`src/csmm_pkg.sv`:
```
// Package: widths, pipeline geometry, word types and the carry-save round function.
`default_nettype none
package csmm_pkg;

   // operand and modulus width; the number of Montgomery rounds equals it
   localparam int WIDTH = 32;
   // rounds evaluated in one pipeline stage
   localparam int ROUNDS_PER_STAGE = 4;
   localparam int NUM_ROUND_STAGES = WIDTH / ROUNDS_PER_STAGE;
   // total 2*carry + sum needs two extra bits
   localparam int TOTAL_W = WIDTH + 2;

   // carry-save pair
   typedef struct packed {
      logic [WIDTH-1:0] sum;
      logic [WIDTH-1:0] carry;
   } csmm_cs_type;

   // word moving through the round stages
   typedef struct packed {
      csmm_cs_type      cs;
      logic [WIDTH-1:0] a;   // remaining multiplier bits, next one at bit 0
      logic [WIDTH-1:0] b;
   } csmm_stage_type;

   // One radix-2 round: add gated b, add modulus when odd, halve.
   function automatic csmm_cs_type csmm_round(input csmm_cs_type cs, input logic abit,
                                              input logic [WIDTH-1:0] b,
                                              input logic [WIDTH-1:0] m);
      logic [WIDTH-1:0] addend;
      logic [WIDTH-1:0] ca;
      logic [WIDTH-1:0] sa;
      logic [WIDTH-1:0] cb;
      logic [WIDTH-1:0] sb;
      logic [WIDTH-1:0] cc;
      logic [WIDTH-1:0] carry_sh;
      logic [WIDTH-1:0] sum1;
      logic [WIDTH-1:0] carry1;
      csmm_cs_type      res;
      // multiplicand add; carry shift drops the top bit
      addend   = abit ? b : '0;
      ca       = cs.sum & addend;
      sa       = cs.sum ^ addend;
      carry_sh = {cs.carry[WIDTH-2:0], 1'b0};
      cb       = carry_sh & sa;
      sum1     = carry_sh ^ sa;
      carry1   = ca | cb;
      // modulus add on odd sum, then halve
      addend    = sum1[0] ? m : '0;
      ca        = sum1 & addend;
      sa        = (sum1 ^ addend) >> 1;
      cb        = sa & ca;
      sb        = sa ^ ca;
      cc        = carry1 & sb;
      res.sum   = carry1 ^ sb;
      res.carry = cb | cc;
      return res;
   endfunction

endpackage
`default_nettype wire

```
`src/csmm_round_stage.sv`:
```
// One pipeline stage evaluating ROUNDS_PER_STAGE carry-save Montgomery rounds.
`default_nettype none
module csmm_round_stage
   import csmm_pkg::*;
(
   input  wire logic             clock,
   input  wire logic             reset,
   input  wire logic [WIDTH-1:0] modulus,
   input  wire logic             in_valid,
   output logic                  in_ready,
   input  wire csmm_stage_type   in_data,
   output logic                  out_valid,
   input  wire logic             out_ready,
   output csmm_stage_type        out_data
);

   logic           valid_ff;
   csmm_stage_type data_ff;
   csmm_stage_type data_in;

   // chained rounds, multiplier bits consumed LSB first
   always_comb begin
      data_in = in_data;
      for (int i = 0; i < ROUNDS_PER_STAGE; i++) begin
         data_in.cs = csmm_round(data_in.cs, in_data.a[i], in_data.b, modulus);
      end
      data_in.a = in_data.a >> ROUNDS_PER_STAGE;
   end

   // stage advances when empty or when downstream takes the word
   assign in_ready = !valid_ff || out_ready;

   always_ff @(posedge clock) begin
      if (reset) begin
         valid_ff <= 1'b0;
      end else if (in_ready) begin
         valid_ff <= in_valid;
      end
   end

   always_ff @(posedge clock) begin
      if (in_ready && in_valid) begin
         data_ff <= data_in;
      end
   end

   assign out_valid = valid_ff;
   assign out_data  = data_ff;

endmodule
`default_nettype wire

```
`config.mk`:
```
export PLATFORM = sky130hd
export DESIGN_NAME = csmm_round_stage
export DESIGN_NICKNAME = d
export VERILOG_FILES = /design/src/csmm_pkg.sv /design/src/csmm_round_stage.sv
export SDC_FILE = /design/constraint.sdc
export NUM_CORES = 1
export LEC_CHECK = 0
export ABC_CLOCK_PERIOD_IN_PS = 14100
export BUFFER_PORTS_ARGS = -buffer_cell sky130_fd_sc_hd__buf_2
export CORE_ASPECT_RATIO = 0.7
export CORE_MARGIN = 2
export CORE_UTILIZATION = 61
export CTS_CLUSTER_SIZE = 30
export DETAILED_ROUTE_END_ITERATION = 7
export GPL_TIMING_DRIVEN = 1
export PLACE_DENSITY = 0.88
export RECOVER_POWER = 100
export SYNTH_ARGS = -nofsm -noshare
export SYNTH_HDL_FRONTEND = slang
export SYNTH_SLANG_ARGS = --single-unit
```
`constraint.sdc`:
```
create_clock -name clock -period 14.1 [get_ports clock]
set_input_delay 2.82 -clock clock [delete_from_list [all_inputs] [get_ports clock]]
set_output_delay 2.82 -clock clock [all_outputs]
set_load 0.01 [all_outputs]
```
==> results of run 1 <==
## final cells by class
type                       instances  area share
antenna                            8     0.00125
clock buffer                      17      0.0266
clock inverter                    15     0.00953
inverter                         497       0.117
multi-input combinational        643       0.510
sequential                       125       0.234
tap                              312      0.0244
timing repair buffer             290      0.0782
## worst max-delay path, cell delays in order
cell and delay [ns]:
clkbuf_1 1.58, nand2_1 0.18, fa_1 0.58, inv_1 0.04, ha_1 0.29, fa_1 0.47, ha_1 1.03, and2_0 0.24
ha_1 0.25, fa_1 0.46, ha_1 1.03, and2_0 0.24, ha_1 0.25, fa_1 0.48, ha_1 1.16, and2_0 0.29
ha_1 0.20, inv_1 0.07, fa_1 0.53, inv_1 0.04
## stage by stage
stage	area (um2)	utilization
5_1_grt	16000	0.711
4_1_cts	16200	0.720
6_report	16000	0.711
3_3_place_gp	15600	0.694
3_5_place_dp	15600	0.694
2_1_floorplan	13900	-
## cells by family after synthesis
kind of cell    after synthesis
xor+xnor                      3
simple gates                258
fa+ha+maj                   377
buf+inv                     525
compound gates                1
flops                       125
other cells                   1
## placed cells by master (no fill, tap or decap), types with 2 or more instances in the layout
cell and count:
and2_0 32, and2_1 194, buf_2 128, clkbuf_1 161, clkbuf_16 17, clkinv_4 3, clkinvlp_4 2, conb_1 4
diode_2 8, edfxtp_1 124, fa_1 248, ha_1 129, inv_1 497, inv_6 5, inv_8 3, nand2_1 31
xor2_1 3
## flip-flops by register name (all words and copies together), names as in the netlist
signal / flops
out_data: 124
out_valid: 1
## layer usage
layer / up-vias / global-route usage
li1: 4192 / -
met1: 4464 / 0.333
met2: 296 / 0.445
met3: 45 / 0.0670
met4: 2 / 0.0729
met5: - / 0
## worst max path at each step
stage                 from            end  slack [ns]
3_5_place_dp   in_data[32]  out_data[116]        2.66
6_report       in_data[32]  out_data[103]        2.08
4_1_cts        in_data[32]  out_data[103]        3.08
5_1_grt        in_data[32]  out_data[121]        1.55
3_3_place_gp   in_data[32]  out_data[124]        2.86
2_1_floorplan   in_data[0]  out_data[103]        5.34
==> results.py, run 1 <==
metrics = {
    "sta": {
        "fin_crit_sh": 0.853,
        "max_freq_ghz": 0.0832,
        "slew_violations": 160,
        "worst_pin_slew_ns": 4.74,
        "hold_viol": 0,
        "holdWs_ns": 0.523,
        "finalSetupViolCount": 0,
        "layout_min_cycle_time_ns": 12.02,
        "finalSetupTns_ns": 0,
        "slew_headroom": -2.16,
        "final.setup.worst_slack_ns": 2.08,
        "rsz0062_at_grt": "false",
        "clock_skew_ns": 0.0102,
    },
    "cells_and_area": {
        "area.growth.synth_to_final_pct": 15.1,
        "regArea_um2": 3740,
        "layout.nets": 2115,
        "layout-drive-gt1-share": 0.101,
        "final_cells": 1907,
        "fillCellCount": 1628,
        "multi_input_area_um2": 8160,
    },
    "worst_setup_path": {
        "end_kind": "flop",
        "crit_fanout": 32,
        "reg2reg_from": "out_valid",
        "critPathRequiredTime_ns": 14.30,
        "ff2ff_setup_slack_ns": 7.66,
        "critPathLaunchType": "input port",
        "r2r_cells": 3,
        "r2r-end": "out_data[14]",
        "crit_arrival_ns": 12.22,
        "path_class": "input port to flop",
    },
    "die": {
        "core_region_area_um2": 22500,
        "die_w_um": 185,
        "die_area_um2": 24000,
        "pin_count": 294,
        "num_rows": 46,
        "start_util": 0.618,
        "die_h_um": 130,
    },
    "synthesis": {
        "yosys_register_bits": 125,
        "synthAdderAreaFrac": 0.473,
        "synth_area_per_cell_um2": 10.8,
        "synth_top_family_by_area": "adder cells",
        "synth_area_um2": 13900,
        "synth_edf_count": 124,
        "ys.flop_type": "edfxtp_1",
        "synth_compound_area_frac": 0.000360,
        "yosys.area.top_type_share": 0.357,
        "ys_warn_count": 0,
        "yosysMostFrequentCell": "inv_1",
        "ys_top_cells_by_count": "inv_1, fa_1, and2_1",
        "synthMuxAreaShare": 0,
        "yosys.area.top_type": "fa_1",
        "yosys.area_share.simple": 0.110,
        "synthCells": 1290,
        "yosysUniqueCellTypes": 14,
        "seq_area_frac_synth": 0.269,
        "synthTopCellsByArea": "fa_1, edfxtp_1, inv_1, ha_1, and2_1",
        "async_flop_share": 0,
        "synth_xor_area_frac": 0.00189,
    },
    "clock_tree": {
        "path_clk_slew_ns": 0.07,
        "clk_latency_ns": 0.44,
        "cts_hold_buf": 0,
        "cts_sinks": 125,
        "cts_buffer_depth": 2,
        "post_cts_buffers": 0,
        "cts_buffers": 17,
        "cts_resized": 0,
        "clock-root-buffer": "clkbuf_16",
        "htree_levels": 4,
        "cts_tree": "done",
    },
    "outcome": {
        "violations": "max-capacitance violations, max-slew violations",
        "status": "complete, but fails checks",
    },
    "global_routing": {
        "grt_pass1_wl_um": 47000,
        "antenna_found_initial": 9,
        "grt_use_total": 0.260,
        "grt_pass1_vias": 9664,
        "grt_max_degree": 84,
        "overflow": 0,
    },
    "placement": {
        "gp_congestion": 0.835,
        "place_hpwl_um": 22600,
        "numPortBuffers": 288,
        "dp.cells": 1867,
        "dp_slack_ns": 2.66,
    },
    "min_path": {
        "hold_path.startpoint": "out_valid",
        "min_to": "out_valid",
        "hp-class": "flop to flop",
        "holdPathStages": 2,
    },
    "flow_run": {
        "maxCapViolations": 3,
    },
    "detailed_routing": {
        "routedWlPerCell_um": 15.4,
        "drt-met1-wl_um": 12300,
        "drtIter0Drc": 341,
        "dr_wl_met3_um": 2160,
        "antenna_left": 0,
        "firstDrtPassIters": 5,
        "routed_wl_um": 29400,
        "maxUsedRoutingLayer": "met5",
        "drc": 0,
        "wl_met2_um": 14400,
        "vias": 8999,
        "vias_per_cell": 4.72,
    },
}
Power of run 1 is left out: the tool's default activity adds up to more than one toggle a clock period on the data nets, which glitch-free logic cannot reach.
==> run 2: changes to the inputs <==
- REMOVE_ABC_BUFFERS: default -> 1
==> run 2 against run 1 <==
Against the previous run:
- the run still ends with max-capacitance violations, max-slew violations left
- register-to-register slack improved by 0.05 ns
- via count increased by 2.2%
- cell count decreased by 0.16%
- largest cell class unchanged
- sequential share of layout area about the same
- flip-flop and latch count unchanged
- clock skew decreased by 0.0012 ns
==> results.py, run 2 (synthesis results as in run 1) <==
metrics = {
    "clock_tree": {
        "cts_buffers": 17,
        "clock-root-buffer": "clkbuf_16",
        "cts_hold_buf": 0,
        "post_cts_buffers": 0,
        "cts_resized": 0,
        "cts_buffer_depth": 2,
        "path_clk_slew_ns": 0.06,
        "cts_tree": "done",
        "cts_sinks": 125,
        "htree_levels": 4,
        "clk_latency_ns": 0.43,
    },
    "worst_setup_path": {
        "path_buf_inv": 6,
        "crit_fanout": 32,
        "crit_arrival_ns": 11.95,
        "ff2ff_setup_slack_ns": 7.71,
        "critPathSlowestCell": "clkbuf_1",
        "cpMostUsedCell": "ha_1",
        "cp_slowest_stage_delay_ns": 1.52,
        "path_delay_family": "adder cells",
        "critPathRequiredTime_ns": 14.29,
        "crit_path_cell_trace": "buf_2 > clkbuf_1 > and2_0 > ha_1 > buf_4 > and2_0 > ha_1 > fa_1 > ha_1 > buf_4 > and2_0 > ha_1 > fa_1 > ha_1 > and2_0 > ha_1 > fa_1 > ha_1 > and2_0 > ha_1 > inv_1 > fa_1 > inv_1",
        "end_kind": "flop",
        "path_class": "input port to flop",
        "critPathLaunchType": "input port",
    },
    "die": {
        "core_region_area_um2": 22500,
        "num_rows": 46,
        "die_area_um2": 24000,
        "die_w_um": 185,
        "start_util": 0.618,
        "die_h_um": 130,
        "pin_count": 294,
    },
    "min_path": {
        "hp-class": "flop to flop",
    },
    "cells_and_area": {
        "fillCellCount": 1647,
        "final_common_cell": "inv_1",
        "layout.nets": 2117,
        "stdcell_area_um2": 16000,
        "layout-drive-gt1-share": 0.103,
        "area.growth.synth_to_final_pct": 15.3,
        "layout_common_cells": "inv_1, fa_1, and2_1, clkbuf_1, buf_2",
        "multi_input_area_um2": 8160,
        "regArea_um2": 3740,
        "largest_register_ffs": 124,
    },
    "sta": {
        "layout_min_cycle_time_ns": 11.76,
        "slew_headroom": -1.61,
        "clock_skew_ns": 0.00905,
        "worst_pin_slew_ns": 3.91,
        "hold_viol": 0,
        "finalSetupViolCount": 0,
        "final.setup.worst_slack_ns": 2.34,
        "fin_crit_sh": 0.834,
        "rsz0062_at_grt": "false",
        "slew_violations": 160,
        "max_freq_ghz": 0.0850,
        "finalSetupTns_ns": 0,
    },
    "detailed_routing": {
        "routedWlPerCell_um": 15.8,
        "routed_wl_um": 30100,
        "drtIter0Drc": 481,
        "vias": 9201,
        "antenna_left": 0,
        "drc": 0,
        "vias_per_cell": 4.83,
        "firstDrtPassIters": 8,
    },
    "outcome": {
        "violations": "max-capacitance violations, max-slew violations",
        "status": "complete, but fails checks",
    },
    "global_routing": {
        "grt_pass1_wl_um": 48700,
        "grt_max_degree": 73,
        "grt_pass1_vias": 10100,
        "antenna_found_initial": 7,
        "grt_use_total": 0.269,
        "overflow": 0,
    },
    "placement": {
        "gp_congestion": 0.859,
        "dp_slack_ns": 3.09,
        "place_hpwl_um": 23000,
        "postPlaceCellArea_um2": 15600,
        "numPortBuffers": 288,
    },
    "flow_run": {
        "maxCapViolations": 3,
    },
}
run 2: final cells by class:
type                            count  area share
Sequential cell                   125       0.233
Tap cell                          312      0.0243
Antenna cell                        4    0.000624
Inverter                          497       0.116
Timing Repair Buffer              292      0.0790
Clock inverter                     14      0.0107
Clock buffer                       17      0.0265
Multi-Input combinational cell    643       0.509
run 2: worst paths after layout:
| check | cells past startpoint | end | startpoint |
|---|---|---|---|
| setup reg to reg | 3 | out_data[12] | out_valid |
| hold / removal | 2 | out_valid | out_valid |
| hold reg to reg | 2 | out_valid | out_valid |
| setup / recovery | 23 | out_data[114] | in_data[32] |
run 2: routing by layer:
| metal | share of wire | global-route usage | vias up |
|---|---|---|---|
| li1 | - | - | 4192 |
| met1 | 0.41 | 0.339 | 4611 |
| met2 | 0.49 | 0.462 | 327 |
| met3 | 0.077 | 0.0714 | 65 |
| met4 | 0.021 | 0.0819 | 6 |
| met5 | 0.0014 | 0 | - |
run 2: per-stage QoR:
stage | utilization | cells | hold slack, ns
after global placement | 0.695 | 1869 | 0.493
after floorplan | - | 1265 | 0.593
after CTS | 0.721 | 1900 | 0.524
after detailed placement | 0.695 | 1869 | 0.513
after global routing | 0.712 | 1901 | 0.556
final | 0.712 | 1904 | 0.520
run 2: worst reg2reg max path, cell delays in order, from the launching register on:
cell and delay [ns]:
dfxtp_1 0.31, nand2b_1 0.10, and2_0 2.53, clkbuf_1 2.89
Power of run 2 is left out for the same reason.
