<file path="src/csmm_pkg.sv">
// Package: widths, pipeline geometry, word types and the carry-save round function.
`default_nettype none
package csmm_pkg;

   // operand and modulus width; the number of Montgomery rounds equals it
   localparam int WIDTH = 32;
   // rounds evaluated in one pipeline stage
   localparam int ROUNDS_PER_STAGE = 4;
   localparam int NUM_ROUND_STAGES = WIDTH / ROUNDS_PER_STAGE;
   // total 2*carry + sum needs two extra bits
   localparam int TOTAL_W = WIDTH + 2;

   // carry-save pair
   typedef struct packed {
      logic [WIDTH-1:0] sum;
      logic [WIDTH-1:0] carry;
   } csmm_cs_type;

   // word moving through the round stages
   typedef struct packed {
      csmm_cs_type      cs;
      logic [WIDTH-1:0] a;   // remaining multiplier bits, next one at bit 0
      logic [WIDTH-1:0] b;
   } csmm_stage_type;

   // One radix-2 round: add gated b, add modulus when odd, halve.
   function automatic csmm_cs_type csmm_round(input csmm_cs_type cs, input logic abit,
                                              input logic [WIDTH-1:0] b,
                                              input logic [WIDTH-1:0] m);
      logic [WIDTH-1:0] addend;
      logic [WIDTH-1:0] ca;
      logic [WIDTH-1:0] sa;
      logic [WIDTH-1:0] cb;
      logic [WIDTH-1:0] sb;
      logic [WIDTH-1:0] cc;
      logic [WIDTH-1:0] carry_sh;
      logic [WIDTH-1:0] sum1;
      logic [WIDTH-1:0] carry1;
      csmm_cs_type      res;
      // multiplicand add; carry shift drops the top bit
      addend   = abit ? b : '0;
      ca       = cs.sum & addend;
      sa       = cs.sum ^ addend;
      carry_sh = {cs.carry[WIDTH-2:0], 1'b0};
      cb       = carry_sh & sa;
      sum1     = carry_sh ^ sa;
      carry1   = ca | cb;
      // modulus add on odd sum, then halve
      addend    = sum1[0] ? m : '0;
      ca        = sum1 & addend;
      sa        = (sum1 ^ addend) >> 1;
      cb        = sa & ca;
      sb        = sa ^ ca;
      cc        = carry1 & sb;
      res.sum   = carry1 ^ sb;
      res.carry = cb | cc;
      return res;
   endfunction

endpackage
`default_nettype wire

</file>
<file path="src/csmm_final.sv">
// Final two stages: carry-save resolve, then one conditional modulus subtract.
`default_nettype none
module csmm_final
   import csmm_pkg::*;
(
   input  wire logic             clock,
   input  wire logic             reset,
   input  wire logic [WIDTH-1:0] modulus,
   input  wire logic             in_valid,
   output logic                  in_ready,
   input  wire csmm_cs_type      in_cs,
   output logic                  out_valid,
   input  wire logic             out_ready,
   output logic [WIDTH-1:0]      out_product
);

   logic               total_valid_ff;
   logic [TOTAL_W-1:0] total_ff;
   logic [TOTAL_W-1:0] total_in;
   logic               total_ready;
   logic               res_valid_ff;
   logic [WIDTH-1:0]   res_ff;
   logic [WIDTH-1:0]   res_in;
   logic [TOTAL_W:0]   diff;

   // total = 2*carry + sum
   assign total_in = {1'b0, in_cs.carry, 1'b0} + {2'b00, in_cs.sum};
   assign in_ready = !total_valid_ff || total_ready;

   always_ff @(posedge clock) begin
      if (reset) begin
         total_valid_ff <= 1'b0;
      end else if (in_ready) begin
         total_valid_ff <= in_valid;
      end
   end

   always_ff @(posedge clock) begin
      if (in_ready && in_valid) begin
         total_ff <= total_in;
      end
   end

   // subtract once when total >= modulus (no borrow), keep low bits
   assign diff   = {1'b0, total_ff} - {3'b000, modulus};
   assign res_in = diff[TOTAL_W] ? total_ff[WIDTH-1:0] : diff[WIDTH-1:0];
   assign total_ready = !res_valid_ff || out_ready;

   // output register
   always_ff @(posedge clock) begin
      if (reset) begin
         res_valid_ff <= 1'b0;
      end else if (total_ready) begin
         res_valid_ff <= total_valid_ff;
      end
   end

   always_ff @(posedge clock) begin
      if (total_ready && total_valid_ff) begin
         res_ff <= res_in;
      end
   end

   assign out_valid   = res_valid_ff;
   assign out_product = res_ff;

endmodule
`default_nettype wire

</file>
<file path="config.mk">
export PLATFORM = sky130hd
export DESIGN_NAME = csmm_final
export DESIGN_NICKNAME = d
export VERILOG_FILES = /design/src/csmm_pkg.sv /design/src/csmm_final.sv
export SDC_FILE = /design/constraint.sdc
export NUM_CORES = 1
export LEC_CHECK = 0
export BUFFER_PORTS_ARGS = -buffer_cell sky130_fd_sc_hd__buf_2
export CAP_MARGIN = 20
export CORE_MARGIN = 5
export CORE_UTILIZATION = 55
export CTS_CLUSTER_SIZE = 28
export DETAILED_ROUTE_END_ITERATION = 10
export GPL_ROUTABILITY_DRIVEN = 1
export PLACE_DENSITY = 0.79
export RECOVER_POWER = 100
export SLEW_MARGIN = 20
export SYNTH_ARGS = -nofsm -noshare
export SYNTH_HDL_FRONTEND = slang
export SYNTH_SLANG_ARGS = --single-unit
</file>
<file path="constraint.sdc">
create_clock -name clock -period 10.1 [get_ports clock]
set_clock_uncertainty 0.2 [all_clocks]
set_input_delay 1.515 -clock clock [delete_from_list [all_inputs] [get_ports clock]]
set_output_delay 1.515 -clock clock [all_outputs]
set_load 0.02 [all_outputs]
</file>
==> results of run 1 <==
-- flip-flops by register name, indices dropped and copies added (netlist names) --
signal          cells
out_valid           1
total_ff           34
total_valid_ff      1
out_product        32
-- worst max path at each step --
stage / from / to / slack (ps) / cells after the start
2_1_floorplan: modulus[5] / out_product[10] / 5790 / 12
3_3_place_gp: modulus[0] / out_product[8] / 5070 / 11
3_5_place_dp: modulus[0] / out_product[4] / 5000 / 11
4_1_cts: modulus[0] / out_product[4] / 5380 / 11
5_1_grt: modulus[5] / out_product[14] / 3370 / 11
6_report: modulus[5] / out_product[14] / 3710 / 11
-- metal layers --
metal / up-vias / wire, microns / global-route usage / part of all wire
met5: - / 0 / 0 / 0
met4: 0 / 374 / 0.0792 / 0.026
met3: 34 / 910 / 0.0381 / 0.062
met2: 169 / 6700 / 0.367 / 0.46
met1: 2396 / 6630 / 0.291 / 0.45
li1: 2571 / - / - / -
-- cells by family after synthesis --
family | after synthesis | synth area share
xor+xnor | 53 | 0.0776
mux | 27 | 0.0632
buf+inv | 59 | 0.0408
compound gates | 196 | 0.220
fa+ha+maj | 65 | 0.138
flops | 68 | 0.338
simple gates | 149 | 0.122
-- metrics by stage --
stage               hold WS, ps  worst slack (ps)
CTS                         322              5380
global route                371              3370
floorplan                   278              5790
detailed placement          315              5000
finish                      323              3710
global placement            297              5070
-- report_power, final --
group | internal, mW | switching (mW)
Clock | 0.0838 | 0.0936
Combinational | 0.197 | 0.253
Sequential | 0.373 | 0.0206
-- synthesized netlist by cell type (all sizes together), types with 9 or more instances --
cell,number
a21o,27
a21oi,56
clkbuf,9
edfxtp,66
ha,63
inv,47
mux2,26
nand2,41
nand3,12
nor2,38
o21a,10
o21ai,43
xnor2,37
xor2,16
-- layout by cell type (no fill, tap or decap), types with 7 or more instances in the layout --
master / netlist / final
buf_2: 0 / 98
edfxtp_1: 66 / 66
ha_1: 63 / 63
a21oi_1: 56 / 56
inv_1: 47 / 47
o21ai_0: 43 / 43
nand2_1: 41 / 41
nor2_1: 37 / 38
clkbuf_1: 9 / 38
xnor2_1: 37 / 37
a21o_1: 26 / 26
xor2_1: 16 / 16
mux2_2: 6 / 15
nand3_1: 12 / 12
mux2_1: 0 / 10
o21a_1: 9 / 9
clkbuf_8: 0 / 9
nand4_1: 8 / 8
o21bai_1: 8 / 8
a31oi_1: 6 / 8
and3_1: 8 / 8
nor3_1: 8 / 8
nor2b_1: 8 / 7
-- final cells by class --
type,instances,share of cell area
Sequential cell,68,0.300
Inverter,47,0.0262
Multi-Input combinational cell,490,0.532
Timing Repair Buffer,135,0.0935
Clock buffer,10,0.0190
Clock inverter,5,0.00297
Tap cell,140,0.0260
-- worst max-delay path: stages --
cell	delay, ps
buf_2	80
inv_1	30
ha_1	380
a21o_2	260
a31oi_1	230
a21o_1	160
a31oi_1	130
o21a_4	240
a2111oi_0	1400
nor2_1	1180
mux2_1	660
==> out/results.txt, run 1 <==
total clock sinks = 68
Clock Tree Root = clkbuf_8
DRT Pass-1 Iters = 5
Inserted Diodes = 0
Die ar. = 13100 sq um
P per Cell Area = 152 nW/um^2
cell count of the worst hold path = 2
LEAKAGE = 2.99 nW
post-CTS repair timing setup buffer count = 0
Core Util, Final = 0.627
Net Count, Synth = 782
Yosys reg bits = 68
Worst slew margin = -0.615
Synth Cell Area = 5980 sq um
Reg clk slew, reported paths = 60 ps
dpl cells = 880
cts repair resizes = 0
Routed WL = 14600 microns
first-pass GRT wire length = 23000 microns
Async SR Flop Fraction = 0
critical path arrival = 6280 ps
Pwr Total = 1.02 mW
Ys Warns = 0
Area growth, synth to finish = 12.5%
ratio of cells with drive above 1 in the final layout = 0.176
crit path max fanout = 26
final setup fails = 0
CTS Buffer Depth = 2
FF-to-FF Start = total_ff[5]
RSZ-0062 raised after global routing = no
FF-to-FF path depth = 9
Reg2Reg Setup Slack = 4570 ps
post-synth top area cell = edfxtp_1
Reg area = 2020 sq um
CTS tree = built
CP Capture Type = flop
pin count of the biggest net entering global routing = 35
starting density of the core = 0.557
Iter 0 DRT Violations = 408
vias in the first global route = 4964
DRC violations left = 0
Rows = 38
top-level I/O count = 134
peak supply drop = 0.0693 mV
Hold EP = out_valid
Worst Max-Slew Pin Slew = 2410 ps
post-synthesis sequential area ratio = 0.338
Post-Layout Inst Area = 6730 sq um
Mapped Avg Cell Area = 9.70 sq um
gr ovfl total = 0
max-slew violations = 104
Core Region = 10700 sq um
maximum clock rate = 0.156 GHz
Die H = 114 microns
CTS buffer count = 9
Worst EP required = 9990 ps
Syn Inst Count = 617
antenna-violating nets left = 0
antenna violations before repair = 0
Multi-input gate area = 3580 sq um
final hold vios = 0
Vias/cell = 5.78
number of enable flip-flop cells after synthesis = 66
Routed WL per cell = 16.3 microns
Total GRT Usage = 0.221
RePlAce Congestion = 0.911
setup TNS = 0 ps
fill cell count = 986
hold_sp = total_valid_ff
CP Class = input port to flop
die width = 114 microns
Yosys top cell area share = 0.331
worst hold path class = flop to flop
H-tree Lvls = 3
Final Non-Filler Cells = 895
Post-DP Area = 6770 sq um
clock latency on the worst-skew pair = 350 ps
count of different cell masters after synthesis = 57
port bufs = 133
outcome = finished, violations left
Top FF cell, synth = edfxtp_1
failing checks = capacitance limit, slew limit
post-detail-place hpwl = 11800 microns
r2r endpoint = out_product[14]
fin crit period = 6390 ps
Max Cap Violations = 4
CTS Hold Bufs = 0
type of origin of the critical path = input port
fin crit share = 0.633
Area contributors post-synth = edfxtp_1 (33%), ha_1 (13%), xnor2_1 (5.4%), mux2_4 (5.0%), a21oi_1 (4.7%)
# nets final = 916
Vias = 5170
(Power assumes the default switching activity.)
==> inputs of run 2 (changes only) <==
ABC_AREA = 1   (was unset)
CORE_UTILIZATION = 52   (was 55)
PLACE_DENSITY = 0.77   (was 0.79)
clock period = 5.5 ns   (was 10.1 ns; I/O delays follow)
==> run 2 against run 1 <==
Net effect: the flow still finishes with violations (capacitance limit, slew limit); via count up 39%; final area up 21%; sequential power up 82%; sequential share of layout area down 5.2 points; register-to-register slack worse by 2300 ps; critical endpoint is now out_product[19]; highest routed layer unchanged.
==> out/results.txt, run 2 <==
outcome = finished, violations left
failing checks = capacitance limit, slew limit
vias in the first global route = 6858
Most flops, register = total_ff
post-synth top area cell = edfxtp_1
Syn Inst Count = 1063
Max Cap Violations = 1
Vias = 7209
critical path arrival = 3260 ps
Pwr Total = 2.25 mW
CP Class = input port to flop
count of different cell masters after synthesis = 37
fin crit period = 3360 ps
worst setup slack after layout = 2140 ps
RSZ-0062 raised after global routing = no
end point of the critical path = out_product[19]
CTS tree = built
starting density of the core = 0.533
critical path launch point = modulus[21]
CTS Hold Bufs = 0
Worst slew margin = -0.116
Async SR Flop Fraction = 0
CTS buffer count = 9
Die ar. = 16100 sq um
Area growth, synth to finish = 14.4%
gr ovfl total = 0
first-pass GRT wire length = 32600 microns
most frequent cells in the layout = nand2_1 (372), inv_1 (176), buf_2 (99)
die width = 127 microns
DRT Pass-1 Iters = 6
maximum clock rate = 0.297 GHz
Worst Max-Slew Pin Slew = 1670 ps
Routed WL = 20300 microns
setup TNS = 0 ps
Yosys top cell area share = 0.279
post-CTS repair timing setup buffer count = 0
Net Count, Synth = 1228
fill cell count = 1337
post-detail-place hpwl = 16900 microns
total clock sinks = 68
peak supply drop = 0.150 mV
CP Capture Type = flop
DRC violations left = 0
antenna violations before repair = 0
port bufs = 133
Post-synth top cells = nand2_1 (371), inv_1 (175), nand3_1 (80)
# nets final = 1364
Final Non-Filler Cells = 1380
dpl cells = 1363
Ys Warns = 0
top-level I/O count = 134
Yosys reg bits = 68
LEAKAGE = 4.37 nW
Top FF cell, synth = edfxtp_1
Vias/cell = 5.22
pin count of the biggest net entering global routing = 35
number of enable flip-flop cells after synthesis = 66
Worst EP required = 5390 ps
Inserted Diodes = 0
CTS Buffer Depth = 2
clock latency on the worst-skew pair = 340 ps
Multi-input gate area = 4270 sq um
fin crit share = 0.611
cts repair resizes = 0
Die H = 127 microns
FF-to-FF path depth = 11
Core Util, Final = 0.609
Core Region = 13300 sq um
r2r endpoint = out_product[19]
most common library cell in the layout ignoring fill and taps = nand2_1
pre-CTS setup slack = 1870 ps
Synth Cell Area = 7110 sq um
crit path max fanout = 34
Total GRT Usage = 0.251
max reg flops = 34
most common cell in the netlist = nand2_1
final hold vios = 0
final setup fails = 0
Routed WL per cell = 14.7 microns
antenna-violating nets left = 0
Area contributors post-synth = edfxtp_1 (28%), nand2_1 (20%), ha_1 (11%), inv_1 (9.2%), nand3_1 (5.6%)
Rows = 42
post-synthesis sequential area ratio = 0.284
ratio of cells with drive above 1 in the final layout = 0.110
RePlAce Congestion = 0.973
Iter 0 DRT Violations = 605
Reg2Reg Setup Slack = 2260 ps
Reg area = 2020 sq um
max-slew violations = 35
Mapped Avg Cell Area = 6.69 sq um
Clock Tree Root = clkbuf_16
type of origin of the critical path = input port
P per Cell Area = 276 nW/um^2
Reg clk slew, reported paths = 60 ps
FF-to-FF Start = total_ff[20]
worst hold path class = flop to flop
H-tree Lvls = 3
==> run 2: worst max-delay path, cell delays in order <==
cell and delay (ps):
buf_2 80, inv_1 30, ha_1 340, nand2_1 140, inv_1 70, nand2_1 70, nand3_1 90, a21oi_1 230
nor2_1 110, nor2_4 670, nand2_8 320, nand3_1 180, nand2_1 70
==> run 2: report_power, final <==
part           internal, mW  switching (mW)
combinational         0.305           0.591
clock                 0.412           0.225
sequential            0.673          0.0410
total                  1.39           0.857
==> run 2: how the worst min path moves through the flow <==
stage | start | to | cells past startpoint | slack (ps)
6_report | total_valid_ff | out_valid | 2 | 300
5_1_grt | total_valid_ff | out_valid | 2 | 310
4_1_cts | out_valid | out_valid | 2 | 360
3_5_place_dp | out_valid | out_valid | 2 | 350
3_3_place_gp | out_valid | out_valid | 2 | 320
2_1_floorplan | total_valid_ff | out_valid | 2 | 240
==> run 2: final cells by class <==
cell class	count	area share
Multi-Input combinational cell	808	0.525
Sequential cell	68	0.249
Inverter	177	0.0817
Timing Repair Buffer	135	0.0775
Clock buffer	11	0.0298
Tap cell	176	0.0271
Clock inverter	5	0.0105
==> run 2: per-stage QoR <==
| step | cell area [sq um] | hold slack [ps] |
|---|---|---|
| 2_1_floorplan | 7110 | 245 |
| 3_5_place_dp | 7940 | 349 |
| 3_3_place_gp | 7940 | 318 |
| 6_report | 8140 | 305 |
| 5_1_grt | 8140 | 315 |
| 4_1_cts | 8270 | 357 |
==> run 2: metal layers <==
layer	track usage	wire (microns)	vias to the layer above	part of all wire
li1	-	-	3701	-
met1	0.336	8970	3195	0.44
met2	0.425	9320	278	0.46
met3	0.0256	1430	35	0.071
met4	0.0864	539	0	0.027
met5	0	0	-	0
==> run 2: logic make-up (layout without fill, tap and decap cells) <==
group                    after synthesis  count (layout)  synth area share
adder cells (fa/ha/maj)               65              65             0.116
AO/OA/AOI/OAI                        114             114            0.0855
XOR/XNOR                              33              33            0.0406
flip-flops                            68              68             0.284
AND/OR/NAND/NOR                      596             596             0.368
buffers and inverters                187             328             0.105
==> inputs of run 3 (changes only) <==
ABC_AREA = 0   (was 1)
CORE_UTILIZATION = 55   (was 52)
PLACE_DENSITY = 0.79   (was 0.77)
clock period = 3.4 ns   (was 5.5 ns; I/O delays follow)
==> run 3 against run 2 <==
Net effect: the run still ends with capacitance limit, slew limit left; die area shrank 19%; power rose by 50%; final area shrank 12%; count of clock-buffer cells in the layout stayed put; hold slack got worse by 180 ps; via count shrank 26%; first-iteration DRC count down 48%; non-clock buffer count grew 37; flip-flop and latch count unchanged; final cell count fell by 32%; critical path depth decreased by 1; register-to-register slack got worse by 2100 ps.
==> out/results.txt, run 3 (synthesis results as in run 1) <==
# nets final = 953
max reg flops = 34
RePlAce Congestion = 0.943
Rows = 38
outcome = finished, violations left
Core Util, Final = 0.666
setup TNS = 0 ps
first-pass GRT wire length = 24400 microns
worst hold slack = 128 ps
Worst slew margin = -0.336
final setup fails = 0
post-CTS repair timing setup buffer count = 0
Vias/cell = 5.69
RSZ-0062 raised after global routing = no
Hold EP = total_valid_ff
max-slew violations = 68
top-level I/O count = 134
Vias = 5308
final hold vios = 0
maximum clock rate = 0.308 GHz
DRT Pass-1 Iters = 4
Worst EP required = 3300 ps
H-tree Lvls = 3
vias in the first global route = 5187
Most flops, register = total_ff
Post-DP Area = 7080 sq um
Reg2Reg Setup Slack = 150 ps
failing checks = capacitance limit, slew limit
antenna violations before repair = 0
worst hold path class = input port to flop
Inserted Diodes = 0
antenna-violating nets left = 0
dpl cells = 917
critical path arrival = 3150 ps
port bufs = 133
CTS Hold Bufs = 0
ratio of cells with drive above 1 in the final layout = 0.216
starting density of the core = 0.557
CTS buffer count = 9
die width = 114 microns
P per Cell Area = 470 nW/um^2
Routed WL = 15300 microns
Iter 0 DRT Violations = 316
fin crit period = 3250 ps
CTS tree = built
Die ar. = 13100 sq um
clock latency on the worst-skew pair = 350 ps
FF-to-FF path depth = 12
type of origin of the critical path = flop
most common library cell in the layout ignoring fill and taps = buf_2
r2r endpoint = out_product[7]
Core Region = 10700 sq um
pre-CTS setup slack = -118 ps
total clock sinks = 68
hold_sp = reset
DRC violations left = 0
Max Cap Violations = 2
post-detail-place hpwl = 12500 microns
Final Non-Filler Cells = 933
gr ovfl total = 0
Post-Layout Inst Area = 7160 sq um
most frequent cells in the layout = buf_2 (98), edfxtp_1 (66), ha_1 (63)
CP Capture Type = flop
FF-to-FF Start = total_ff[0]
pin count of the biggest net entering global routing = 35
Area growth, synth to finish = 19.6%
Pwr Total = 3.36 mW
cts repair resizes = 0
worst setup slack after layout = 151 ps
fin crit share = 0.956
Routed WL per cell = 16.4 microns
CTS Buffer Depth = 2
peak supply drop = 0.220 mV
Die H = 114 microns
CP Class = flop to flop
Reg clk slew, reported paths = 70 ps
Clock Tree Root = clkbuf_8
crit path max fanout = 11
LEAKAGE = 3.23 nW
Worst Max-Slew Pin Slew = 2000 ps
Total GRT Usage = 0.233
cell count of the worst hold path = 2
run 3: cell types whose count changed in the layout (fill, tap and decap cells not counted), moves of 15 or more:
cell     previous run  this run
a21o_1              5        26
inv_1             176        47
nor2_1             69        37
a21oi_1            72        56
buf_4               0        22
nand3_1            94        12
nand2_1           372        41
xnor2_1             3        37
o21ai_0            28        43
run 3: routing by layer:
layer / global-route usage / up-vias / part of all wire / wire length, microns
met3: 0.0365 / 24 / 0.061 / 925
met5: 0 / - / 0 / 0
li1: - / 2644 / - / -
met4: 0.0728 / 0 / 0.018 / 272
met1: 0.306 / 2478 / 0.45 / 6830
met2: 0.397 / 162 / 0.47 / 7260
run 3: area by class of cell:
type,count,area (sq um)
multi-input cells,490,3670
inverters,47,176
repair buffers,172,905
clock buffers,11,131
clock inverters,5,76.3
flip-flops and latches,68,2020
fillers,914,3590
well taps,140,175
run 3: worst max path at each step:
stage | endpoint | from | cells past startpoint | slack (ps)
3_3_place_gp | out_product[8] | modulus[0] | 12 | 5
6_report | out_product[7] | total_ff[0] | 12 | 150
3_5_place_dp | total_ff[31] | in_cs[0] | 12 | -120
4_1_cts | out_product[7] | total_ff[0] | 12 | 120
2_1_floorplan | out_product[10] | modulus[5] | 12 | 90
5_1_grt | out_product[28] | total_ff[0] | 12 | 20
run 3: worst max-delay path: stages (launching register included):
cell and delay (ps):
edfxtp_1 350, inv_1 50, ha_1 200, fa_1 400, nor2b_1 190, o2111ai_1 190, a21o_1 220, a31oi_2 220
o21a_4 170, a2111oi_4 80, nor2_4 210, buf_12 170, mux2_2 350
run 3: power breakdown:
part | internal (mW) | switching [mW]
Sequential | 1.11 | 0.0630
Clock | 0.410 | 0.303
Combinational | 0.682 | 0.795
